[src/rtl/segy_pkg.sv]
// Shared types, codes and helpers for the sample-to-IEEE converter.
`timescale 1ns / 1ps
package segy_pkg;

    localparam logic [2:0] FMT_IBM   = 3'd0;
    localparam logic [2:0] FMT_INT32 = 3'd1;
    localparam logic [2:0] FMT_INT16 = 3'd2;
    localparam logic [2:0] FMT_IEEE  = 3'd3;
    localparam logic [2:0] FMT_INT8  = 3'd4;

    localparam logic [0:0] REG_FORMAT = 1'd0;
    localparam logic [0:0] REG_SWAP   = 1'd1;

    localparam logic [1:0] ST_OK        = 2'd0;
    localparam logic [1:0] ST_OVERFLOW  = 2'd1;
    localparam logic [1:0] ST_UNDERFLOW = 2'd2;
    localparam logic [1:0] ST_ZEROMANT  = 2'd3;

    localparam logic [31:0] MAX_FINITE = 32'h7f7fffff;
    localparam int          QUEUE_DEPTH = 2;

    typedef enum logic [1:0] {
        KIND_ZERO = 2'd0,
        KIND_IBM  = 2'd1,
        KIND_INT  = 2'd2,
        KIND_PASS = 2'd3
    } kind_t;

    // Classified request handed from front to back.
    typedef struct packed {
        kind_t       kind;
        logic        neg;
        logic [31:0] word;
        logic        last;
    } req_t;

    function automatic logic [31:0] rev32(input logic [31:0] w);
        rev32 = {w[7:0], w[15:8], w[23:16], w[31:24]};
    endfunction

    // Position of the highest set bit; 0 for zero.
    function automatic logic [4:0] msb_pos(input logic [31:0] v);
        logic [4:0] p;
        p = 5'd0;
        for (int i = 0; i < 32; i++)
        begin
            if (v[i])
            begin
                p = 5'(i);
            end
        end
        msb_pos = p;
    endfunction

endpackage

[src/rtl/segy_sample_to_ieee_single.sv]
// Top level of the seismic sample to IEEE-754 single converter.
`timescale 1ns / 1ps
// Usage:
//   Requests enter on start with raw_sample and last_in_trace; one is
//   taken at each clock edge where start is high and busy is low.
//   Results leave on ieee_bits, conv_status and last_out, marked by a
//   one-cycle done strobe; the receiver must take them as they come.
//   Configuration: cfg_we with cfg_index 0 writes sample_format,
//   index 1 writes swap_bytes; write only while no request is in flight.
// Timing:
//   The front end decodes and swaps in the cycle of acceptance and pushes
//   into a two-entry queue; the back end pops the head and registers the
//   result; a request passes a queue entry, then the result register.
//   One request per cycle is sustained as the back end drains one entry
//   every cycle; it never stalls, so busy only rises if the queue is full.
// Reset:
//   rst_n clears the queue and the strobe; sample_format returns to IBM
//   float and swap_bytes to 1.
module segy_sample_to_ieee_single
    import segy_pkg::*;
(
    input  logic        clk,
    input  logic        rst_n,
    input  logic        start,
    output logic        busy,
    input  logic [31:0] raw_sample,
    input  logic        last_in_trace,
    input  logic        cfg_we,
    input  logic [0:0]  cfg_index,
    input  logic [2:0]  cfg_data,
    output logic        done,
    output logic [31:0] ieee_bits,
    output logic [1:0]  conv_status,
    output logic        last_out
);

    logic [2:0] fmt_reg;
    logic       swap_reg;
    req_t       front_req, head;
    logic       push, pop, not_empty, full;

    // Hold configuration registers.
    always_ff @(posedge clk or negedge rst_n)
    begin
        if (!rst_n)
        begin
            fmt_reg  <= FMT_IBM;
            swap_reg <= 1'b1;
        end
        else if (cfg_we)
        begin
            case (cfg_index)
                REG_FORMAT:
                begin
                    fmt_reg <= cfg_data;
                end
                REG_SWAP:
                begin
                    swap_reg <= cfg_data[0];
                end
                default:
                begin
                    fmt_reg <= fmt_reg;
                end
            endcase
        end
    end

    assign busy = full;
    assign push = start && !busy;
    // Drain the queue head every cycle.
    assign pop  = not_empty;

    segy_front u_front (
        .raw_sample    (raw_sample),
        .last_in_trace (last_in_trace),
        .fmt           (fmt_reg),
        .swap          (swap_reg),
        .req           (front_req)
    );

    segy_queue u_queue (
        .clk       (clk),
        .rst_n     (rst_n),
        .push      (push),
        .push_req  (front_req),
        .pop       (pop),
        .not_empty (not_empty),
        .full      (full),
        .head      (head)
    );

    segy_back u_back (
        .clk         (clk),
        .rst_n       (rst_n),
        .go          (pop),
        .req         (head),
        .done        (done),
        .ieee_bits   (ieee_bits),
        .conv_status (conv_status),
        .last_out    (last_out)
    );

`ifndef ASSERT_OFF
    a_done_follows: assert property (@(posedge clk) disable iff (!rst_n)
        push |=> ##1 done) else $error("request produced no result");
    a_never_busy: assert property (@(posedge clk) disable iff (!rst_n)
        !busy) else $error("queue filled with a non-stalling back end");
    a_done_cause: assert property (@(posedge clk) disable iff (!rst_n)
        done |-> $past(pop)) else $error("result without request");
`endif

endmodule

[src/rtl/segy_front.sv]
// Front end: byte swap, format decode and integer magnitude.
`timescale 1ns / 1ps
module segy_front
    import segy_pkg::*;
(
    input  logic [31:0] raw_sample,
    input  logic        last_in_trace,
    input  logic [2:0]  fmt,
    input  logic        swap,
    output req_t        req
);

    logic [31:0] w32;
    logic [15:0] h;

    always_comb
    begin
        w32 = swap ? rev32(raw_sample) : raw_sample;
        h   = swap ? {raw_sample[7:0], raw_sample[15:8]} : raw_sample[15:0];
        req.last = last_in_trace;
        req.neg  = 1'b0;
        req.word = w32;
        req.kind = KIND_ZERO;
        case (fmt)
            FMT_IBM:
            begin
                req.kind = KIND_IBM;
            end
            FMT_INT32:
            begin
                req.kind = KIND_INT;
                req.neg  = w32[31];
                req.word = w32[31] ? (32'd0 - w32) : w32;
            end
            FMT_INT16:
            begin
                req.kind = KIND_INT;
                req.neg  = h[15];
                req.word = {16'd0, h[15] ? (16'd0 - h) : h};
            end
            FMT_IEEE:
            begin
                req.kind = KIND_PASS;
            end
            FMT_INT8:
            begin
                req.kind = KIND_INT;
                req.neg  = raw_sample[7];
                req.word = {24'd0, raw_sample[7] ? (8'd0 - raw_sample[7:0])
                                                 : raw_sample[7:0]};
            end
            default:
            begin
                req.kind = KIND_ZERO;
            end
        endcase
    end

endmodule

[src/rtl/segy_queue.sv]
// Short request queue between front and back.
`timescale 1ns / 1ps
module segy_queue
    import segy_pkg::*;
(
    input  logic clk,
    input  logic rst_n,
    input  logic push,
    input  req_t push_req,
    input  logic pop,
    output logic not_empty,
    output logic full,
    output req_t head
);

    localparam int PW = $clog2(QUEUE_DEPTH);

    req_t          mem_reg [QUEUE_DEPTH];
    logic [PW-1:0] wptr_reg, rptr_reg;
    logic [PW:0]   count_reg, count_next;

    assign not_empty = (count_reg != '0);
    assign full      = (count_reg == (PW+1)'(QUEUE_DEPTH));
    assign head      = mem_reg[rptr_reg];

    always_comb
    begin
        count_next = count_reg + (PW+1)'(push) - (PW+1)'(pop);
    end

    always_ff @(posedge clk or negedge rst_n)
    begin
        if (!rst_n)
        begin
            wptr_reg  <= '0;
            rptr_reg  <= '0;
            count_reg <= '0;
        end
        else
        begin
            if (push)
            begin
                wptr_reg <= wptr_reg + 1'b1;
            end
            if (pop)
            begin
                rptr_reg <= rptr_reg + 1'b1;
            end
            count_reg <= count_next;
        end
    end

    always_ff @(posedge clk)
    begin
        if (push)
        begin
            mem_reg[wptr_reg] <= push_req;
        end
    end

`ifndef ASSERT_OFF
    a_no_overflow: assert property (@(posedge clk) disable iff (!rst_n)
        full |-> !push || pop) else $error("queue overflow");
    a_no_underflow: assert property (@(posedge clk) disable iff (!rst_n)
        pop |-> not_empty) else $error("queue underflow");
    a_count_bound: assert property (@(posedge clk) disable iff (!rst_n)
        count_reg <= (PW+1)'(QUEUE_DEPTH)) else $error("queue count out of range");
`endif

endmodule

[src/rtl/segy_back.sv]
// Back end: IBM normalize, integer round or IEEE pass-through, result register.
`timescale 1ns / 1ps
module segy_back
    import segy_pkg::*;
(
    input  logic        clk,
    input  logic        rst_n,
    input  logic        go,
    input  req_t        req,
    output logic        done,
    output logic [31:0] ieee_bits,
    output logic [1:0]  conv_status,
    output logic        last_out
);

    logic [31:0] bits_next, bits_reg;
    logic [1:0]  st_next, st_reg;
    logic        last_reg, done_reg;

    logic [23:0] mant;
    logic [4:0]  lz;
    logic [23:0] nm;
    logic signed [9:0] t;
    logic [4:0]  p;
    logic [4:0]  s;
    logic [31:0] norm;
    logic [24:0] q;
    logic        guard, sticky;
    logic [8:0]  e;

    always_comb
    begin
        bits_next = 32'd0;
        st_next   = ST_OK;
        mant = req.word[23:0];
        lz   = 5'd23 - msb_pos({8'd0, mant});
        nm   = mant << lz;
        t    = 10'(signed'({3'b0, req.word[30:24], 2'b0})) - 10'sd130
               - 10'(signed'({5'b0, lz}));
        p    = msb_pos(req.word);
        s    = 5'd31 - p;
        norm = req.word << s;
        guard  = norm[7];
        sticky = |norm[6:0];
        q = {1'b0, norm[31:8]} + 25'(guard && (sticky || norm[8]));
        e = 9'd127 + 9'(p) + 9'(q[24]);
        case (req.kind)
            KIND_IBM:
            begin
                if (req.word == 32'd0)
                begin
                    bits_next = 32'd0;
                end
                else if (mant == 24'd0)
                begin
                    st_next = ST_ZEROMANT;
                end
                else if (t > 10'sd254)
                begin
                    st_next   = ST_OVERFLOW;
                    bits_next = {req.word[31], MAX_FINITE[30:0]};
                end
                else if (t <= 10'sd0)
                begin
                    st_next = ST_UNDERFLOW;
                end
                else
                begin
                    bits_next = {req.word[31], t[7:0], nm[22:0]};
                end
            end
            KIND_INT:
            begin
                if (req.word != 32'd0)
                begin
                    bits_next = {req.neg, e[7:0],
                                 q[24] ? q[23:1] : q[22:0]};
                end
            end
            KIND_PASS:
            begin
                bits_next = req.word;
            end
            default:
            begin
                bits_next = 32'd0;
            end
        endcase
    end

    always_ff @(posedge clk or negedge rst_n)
    begin
        if (!rst_n)
        begin
            done_reg <= 1'b0;
        end
        else
        begin
            done_reg <= go;
        end
    end

    always_ff @(posedge clk)
    begin
        if (go)
        begin
            bits_reg <= bits_next;
            st_reg   <= st_next;
            last_reg <= req.last;
        end
    end

    assign done        = done_reg;
    assign ieee_bits   = bits_reg;
    assign conv_status = st_reg;
    assign last_out    = last_reg;

endmodule

[config.mk]
export PLATFORM = sky130hd
export DESIGN_NAME = segy_sample_to_ieee_single
export DESIGN_NICKNAME = d
export VERILOG_FILES = /design/src/rtl/segy_pkg.sv /design/src/rtl/segy_sample_to_ieee_single.sv /design/src/rtl/segy_front.sv /design/src/rtl/segy_queue.sv /design/src/rtl/segy_back.sv
export SDC_FILE = /design/constraint.sdc
export NUM_CORES = 1
export LEC_CHECK = 0
export BUFFER_PORTS_ARGS = -buffer_cell sky130_fd_sc_hd__buf_2
export CELL_PAD_IN_SITES_DETAIL_PLACEMENT = 1
export CELL_PAD_IN_SITES_GLOBAL_PLACEMENT = 2
export CORE_ASPECT_RATIO = 0.5
export CORE_UTILIZATION = 39
export DETAILED_ROUTE_END_ITERATION = 10
export PLACE_DENSITY_LB_ADDON = 0.2
export SYNTH_ARGS = -nofsm -noshare
export SYNTH_HDL_FRONTEND = slang
export SYNTH_HIERARCHICAL = 1
export SYNTH_SLANG_ARGS = --single-unit
[constraint.sdc]
create_clock -name clk -period 7.54 [get_ports clk]
set_input_delay 0.377 -clock clk [delete_from_list [all_inputs] [get_ports clk]]
set_output_delay 0.377 -clock clk [all_outputs]
set_load 0.03 [all_outputs]
### Word-level counts from Yosys, hierarchy flattened

Memories as Yosys holds them, arrays and structs flattened.
Cells that the tools add are included.

| operators by class | value |
|---|---|
| $add $sub $neg | 14 |
| multiply operators | 0 |
| divide/modulo/power cells | 0 |
| order comparisons | 2 |
| equal/unequal tests | 8 |
| shifts and indexed selects | 2 |
| multiplexer cells | 50 |
| bitwise logic cells | 2 |
| reductions and logical operators | 14 |

Operator list:

| cell | number |
|---|---|
| two-way mux 32 bit | 7 |
| two-way mux 5 bit | 30 |
| case mux 33 bit (3 select lines) | 1 |
| case mux 32 bit (3 select lines) | 1 |
| zero test 32 bit | 1 |
| two-way mux 16 bit | 2 |
| nonzero test 32 bit | 1 |
| << shifter 32 x 5 -> 32 bit | 1 |
| subtractor 1 x 32 -> 32 bit, first input constant | 1 |
| adder 24 x 1 -> 25 bit | 1 |
| zero test 24 bit | 1 |
| << shifter 24 x 5 -> 23 bit | 1 |
| two-way mux 23 bit | 1 |
| subtractor 1 x 16 -> 16 bit, first input constant | 1 |
| greater-than comparator 10 x 9 -> 1 bit, second input constant | 1 |
| <= comparator 10 x 1 -> 1 bit, second input constant | 1 |
| subtractor 10 x 6 -> 10 bit | 1 |
| subtractor 5 bit, first input constant | 2 |
| subtractor 9 x 8 -> 10 bit, second input constant | 1 |
| adder 7 x 5 -> 8 bit, first input constant | 1 |
| adder 8 x 1 -> 8 bit | 1 |
| two-way mux 8 bit | 1 |
| subtractor 1 x 8 -> 8 bit, first input constant | 1 |
| OR reduction 7 bit | 1 |
| other kinds (20) | 31 |

| storage, ports and cells | value |
|---|---|
| flip-flop bits (word level) | 44 |
| bits in latches | 0 |
| bits in writable memories | 72 |
| ROM bits | 0 |
| word-level logic and storage cells | 102 |
| memories | 1 |

Memories:

| name | words | bits a word | read ports | clocked after Yosys merged registers in | write ports | RTL line | source |
|---|---|---|---|---|---|---|---|
| u_queue.mem_reg | 2 | 36 | 1 | 0 | 1 | segy_queue.sv:18 | `req_t mem_reg [QUEUE_DEPTH];` |

### Longest topological paths before layout

An unclocked memory read counts as a cell.

| depth | value |
|---|---|
| depth after elaboration | 41 |
| mapped depth | 32 |
| mapped depth without buffers | 27 |

### Cells and area by module

The synthesis kept the hierarchy.

By module, submodules not included:

| module | times used | cells each | area each (um^2) | seq. area each (um^2) |
|---|---|---|---|---|
| segy_back | 1 | 964 | 7,130.6 | 1,076.0 |
| segy_queue | 1 | 127 | 2,946.6 | 2,262.2 |
| segy_front | 1 | 397 | 2,643.8 | 0.0 |
| segy_sample_to_ieee_single | 1 | 11 | 185.2 | 101.3 |

### Worst setup path after synthesis

Ideal clock, no wire load.

| path | value |
|---|---|
| kind | register to register |
| start | register u_queue.rptr_reg |
| end | register u_back.bits_reg[29] (netlist: u_back/ieee_bits[29]), data pin |
| arrival | 6.274 ns |
| required time | 7.279 ns |
| slack | 1.005 ns |
| cell stages (with the launch flop) | 28 |
| clock period less this slack | 6.535 ns |
| path through | dfrtp_1 -> buf_6 -> buf_12 -> mux2_4 -> buf_2 -> nor4_1 -> nand2_1 -> nand2_1 -> buf_1 -> buf_1 -> ha_1 -> inv_1 -> o41ai_2 -> buf_2 -> buf_2 -> a21oi_1 -> mux2_2 -> mux2_2 -> a22oi_1 -> a31o_2 -> and3_1 -> and4_1 -> nand2_1 -> ha_1 -> ha_1 -> nand3_1 -> nor2_1 -> a221o_1 |

RTL lines:

| what | RTL line | source |
|---|---|---|
| from (decl) | segy_queue.sv:19 | `logic [PW-1:0] wptr_reg, rptr_reg;` |
| from (signal assigned) | segy_queue.sv:47 | `rptr_reg <= rptr_reg + 1'b1;` |
| to (signal assigned) | segy_back.sv:107 | `bits_reg <= bits_next;` |
| to (decl) | segy_back.sv:16 | `logic [31:0] bits_next, bits_reg;` |

==> summary.txt <==
Outcome
  • Outcome: finished, final reports clean

Die
  • Die area: 0.0339 mm2
  • Core area: 0.0321 mm2
  • Die Y: 131 um
  • Die width: 259 um
  • Initial Util: 40.2%
  • Row Count: 46
  • I/O Pins: 78

Placed design
  • Port Buffers: 77
  • Placer congestion estimate: 0.998
  • Worst slack, placed: 0.513 ns
  • Dpl hpwl: 42400 um

Power and ir drop
  • Lkg Pwr: 5.47 nW
  • Pwr/cell area: 567 mW/mm2
  • Worst VDD drop: 0.213 mV
  • Total Power: 8.03 mW

Yosys
  • Post-Synthesis Cells: 1499
  • Ys flop type: edfxtp_1
  • Main combinational cell family by area after synthesis: compound AO/OA/AOI/OAI gates
  • Simple-Gate Fraction of Synth Area: 18.7%
  • Post-Syn Area: 0.0129 mm2
  • Mux share of post-synthesis cell area: 14.4%
  • XOR/XNOR Fraction of Synth Area: 4.46%
  • Synth Area in Compound Gates: 27.1%
  • Async S/R FF share, synth: 7.76%
  • Yosys cell types: 112
  • Syn nets: 1563
  • Syn_area_per_cell: 8.61 um2
  • Synth Area in Adders: 2.29%
  • Warnings from Yosys: 6
  • Post-synth EDFFs: 107
  • #FFs+latches synth: 116
  • Sequential area share after synthesis: 26.7%

STA
  • Setup Total Neg Slack: 0 ns
  • Worst Tran Pin Value: 1.28 ns
  • Max-slew violation count: 0
  • Setup violators final: 0
  • Clk_skew: 0.0179 ns
  • Min Tclk post-route: 7.27 ns
  • Max-Slew Margin vs Limit: 13.8%
  • Max frequency: 138 MHz
  • Post-route setup slack: 0.268 ns
  • RSZ-0062 raised after global routing: false
  • Final-report hold violation count: 0
  • Fin crit share: 96.4%

Global route
  • Top Usage Layer GRT: met2
  • First-pass GRT wire length: 84400 um
  • Antenna violations before repair: 0
  • Vias in the first global route: 12783
  • Global route overflow: 0
  • GRT Total Usage: 33.5%
  • GR Util met3: 5.77%
  • Met1 global-route usage: 47.0%
  • Largest net degree at the start of global routing: 58
  • Routing usage on met2: 52.4%

Route
  • WL final: 56800 um
  • DRC viols: 0
  • Iter 0 DRT Violations: 1312
  • DR vias: 13102
  • 1st-pass router iterations: 5
  • DRT antenna net count: 0
  • Routed wire per std cell: 29.0 um
  • Vias per inst: 6.69

Clock network
  • Clk_lat worst skew: 0.45 ns
  • TritonCTS buffer count: 17
  • CTS tree: yes
  • Worst-path clk slew: 0.08 ns
  • Post-CTS Repair Setup Buffers: 0
  • Clock Root Buffer: clkbuf_16
  • Sink Count: 116
  • # H-tree levels: 4
  • Clock Path Buffers: 2

Setup path
  • Critical path class: flip-flop to flip-flop
  • Slowest stage delay, CP: 0.69 ns
  • WP data arrival: 7.56 ns
  • Slowest library cell on the worst path: dfrtp_4
  • Most used cell, CP: buf_4
  • Critical Path Start Type: flip-flop
  • Crit path cell chain: buf_4 > mux2_4 > buf_4 > nor4_1 > nand2_1 > buf_4 > nand2_2 > clkinv_1 > ha_1 > inv_1 > ha_1 > a21oi_1 > o21bai_1 > a211o_1 > xnor2_1 > nor3_1 > a21boi_0 > buf_4 > inv_1 > nor2_1 > nand2_1 > a211oi_1 > a21oi_1 > nand4_1
  • Worst setup EP type: flip-flop
  • FF-to-FF setup slack: 0.27 ns
  • Critical-path maximum fanout: 23
  • Req. time, crit path: 7.83 ns

Layout
  • # fillers: 3758
  • NumNets Final: 1576
  • Largest register FFs: 72
  • Sequential cell area: 0.00345 mm2
  • Area of the multi-input gates: 0.00867 mm2
  • N_diodes: 0
  • Area growth from synthesis to layout: 9.60%
  • Share of layout cells above drive strength 1: 18.4%

Run
  • Max Cap Violations: 0

Hold path
  • Hold Crit Class: input port to flip-flop
[kinds of logic after synthesis]
kind of cell,Yosys count
AOI/OAI and AO/OA,485
xor gates and xnor gates,64
adders and majority gates,23
buffers and inverters,167
DFF,116
muxes,165
and+or+nand+nor,479
[power breakdown]
| group | internal, mW | switching (mW) |
|---|---|---|
| registers | 1.06 | 0.123 |
| logic | 1.92 | 4.06 |
| clock network | 0.502 | 0.367 |
| total | 3.48 | 4.55 |
[cell type report]
cell class	instances	area share, %
well taps	432	3.82
clock buffers	17	3.01
clock inverters	15	1.29
inverters	38	1.01
flip-flops and latches	116	24.4
repair buffers	123	5.18
multi-input cells	1216	61.3
[routing by layer]
metal  vias up  wire [um]
met1      6599      25700
met2       618      24800
met5         -          0
met3       102       4600
li1       5783          -
met4         0       1680
[cells in the mapped netlist, drive strengths merged, types with 16 or more instances]
| library cell | number | area [um2] |
|---|---|---|
| mux2i | 103 | 1030 |
| a22oi | 16 | 120 |
| a211oi | 22 | 200 |
| buf | 70 | 473 |
| a31oi | 23 | 144 |
| nor2 | 143 | 539 |
| edfxtp | 107 | 3210 |
| nand2 | 122 | 463 |
| nor4 | 30 | 221 |
| o211ai | 31 | 267 |
| nand3 | 38 | 195 |
| nor2b | 16 | 108 |
| a21oi | 118 | 594 |
| nor3 | 36 | 185 |
| xnor2 | 31 | 272 |
| inv | 35 | 131 |
| xor2 | 32 | 280 |
| o221ai | 21 | 221 |
| ha | 22 | 275 |
| clkbuf | 59 | 221 |
| o22ai | 26 | 163 |
| mux2 | 62 | 826 |
| o21ai | 81 | 428 |
[worst max-delay path, delay by kind of cell, from the launching register on]
family                   cells  cell delay, ns
AND/OR/NAND/NOR              7            1.94
buffers and inverters        7            1.60
adder cells (fa/ha/maj)      2            0.77
XOR/XNOR                     1            0.34
AO/OA/AOI/OAI                6            1.42
multiplexers                 1            0.34
flip-flops                   1            0.69
[layout by cell type (no fill, tap or decap), types with 9 or more instances in the layout]
master	count
mux2_2	28
edfxtp_1	107
o21ai_0	68
buf_2	77
ha_1	22
inv_1	31
nand3_1	37
a31oi_1	23
o221ai_1	15
nand2b_1	13
buf_4	45
nor2b_1	14
o31ai_1	9
o21ai_1	11
o21a_1	10
mux2_4	34
xor2_1	32
o22ai_1	26
or3_1	13
clkbuf_16	17
nand2_1	120
a221oi_1	10
nand4_1	12
and2_1	11
mux2i_1	102
a22oi_1	16
nor2_1	142
a21o_1	11
a211oi_1	18
o211ai_1	26
nor4_1	25
nor3_1	35
xnor2_1	31
a21oi_1	117
[what timing repair did]
item,CTS,global route
hold buffers,1,0
gates resized for setup,0,2
endpoints found under the setup margin,0,7
hold endpoints to repair,8,0
[per-stage QoR]
step / util (%) / cells / hold WS, ns / area [um2]
after detailed placement: 42.1 / 1924 / 0.245 / 13500
final: 44.0 / 1957 / 0.132 / 14100
after global routing: 44.0 / 1957 / 0.123 / 14100
after global placement: 42.1 / 1924 / 0.234 / 13500
after floorplan: - / 1499 / 0.0814 / 12900
after CTS: 44.0 / 1957 / 0.128 / 14100
[worst paths after layout]
check	cells past startpoint	startpoint	endpoint
max reg2reg	24	u_queue/rptr_reg$_DFFE_PN0P_	u_back/ieee_bits[12]$_DFFE_PP_
max	24	u_queue/rptr_reg$_DFFE_PN0P_	u_back/ieee_bits[12]$_DFFE_PP_
min in group asynchronous	2	rst_n	fmt_reg[0]$_DFFE_PN0P_
min reg2reg	1	u_queue/wptr_reg$_DFFE_PN0P_	u_queue/wptr_reg$_DFFE_PN0P_
min	1	last_in_trace	u_queue/mem_reg[0][0]$_DFFE_PP_
max in group asynchronous	2	rst_n	swap_reg$_DFFE_PN1P_
(Power assumes the default switching activity.)
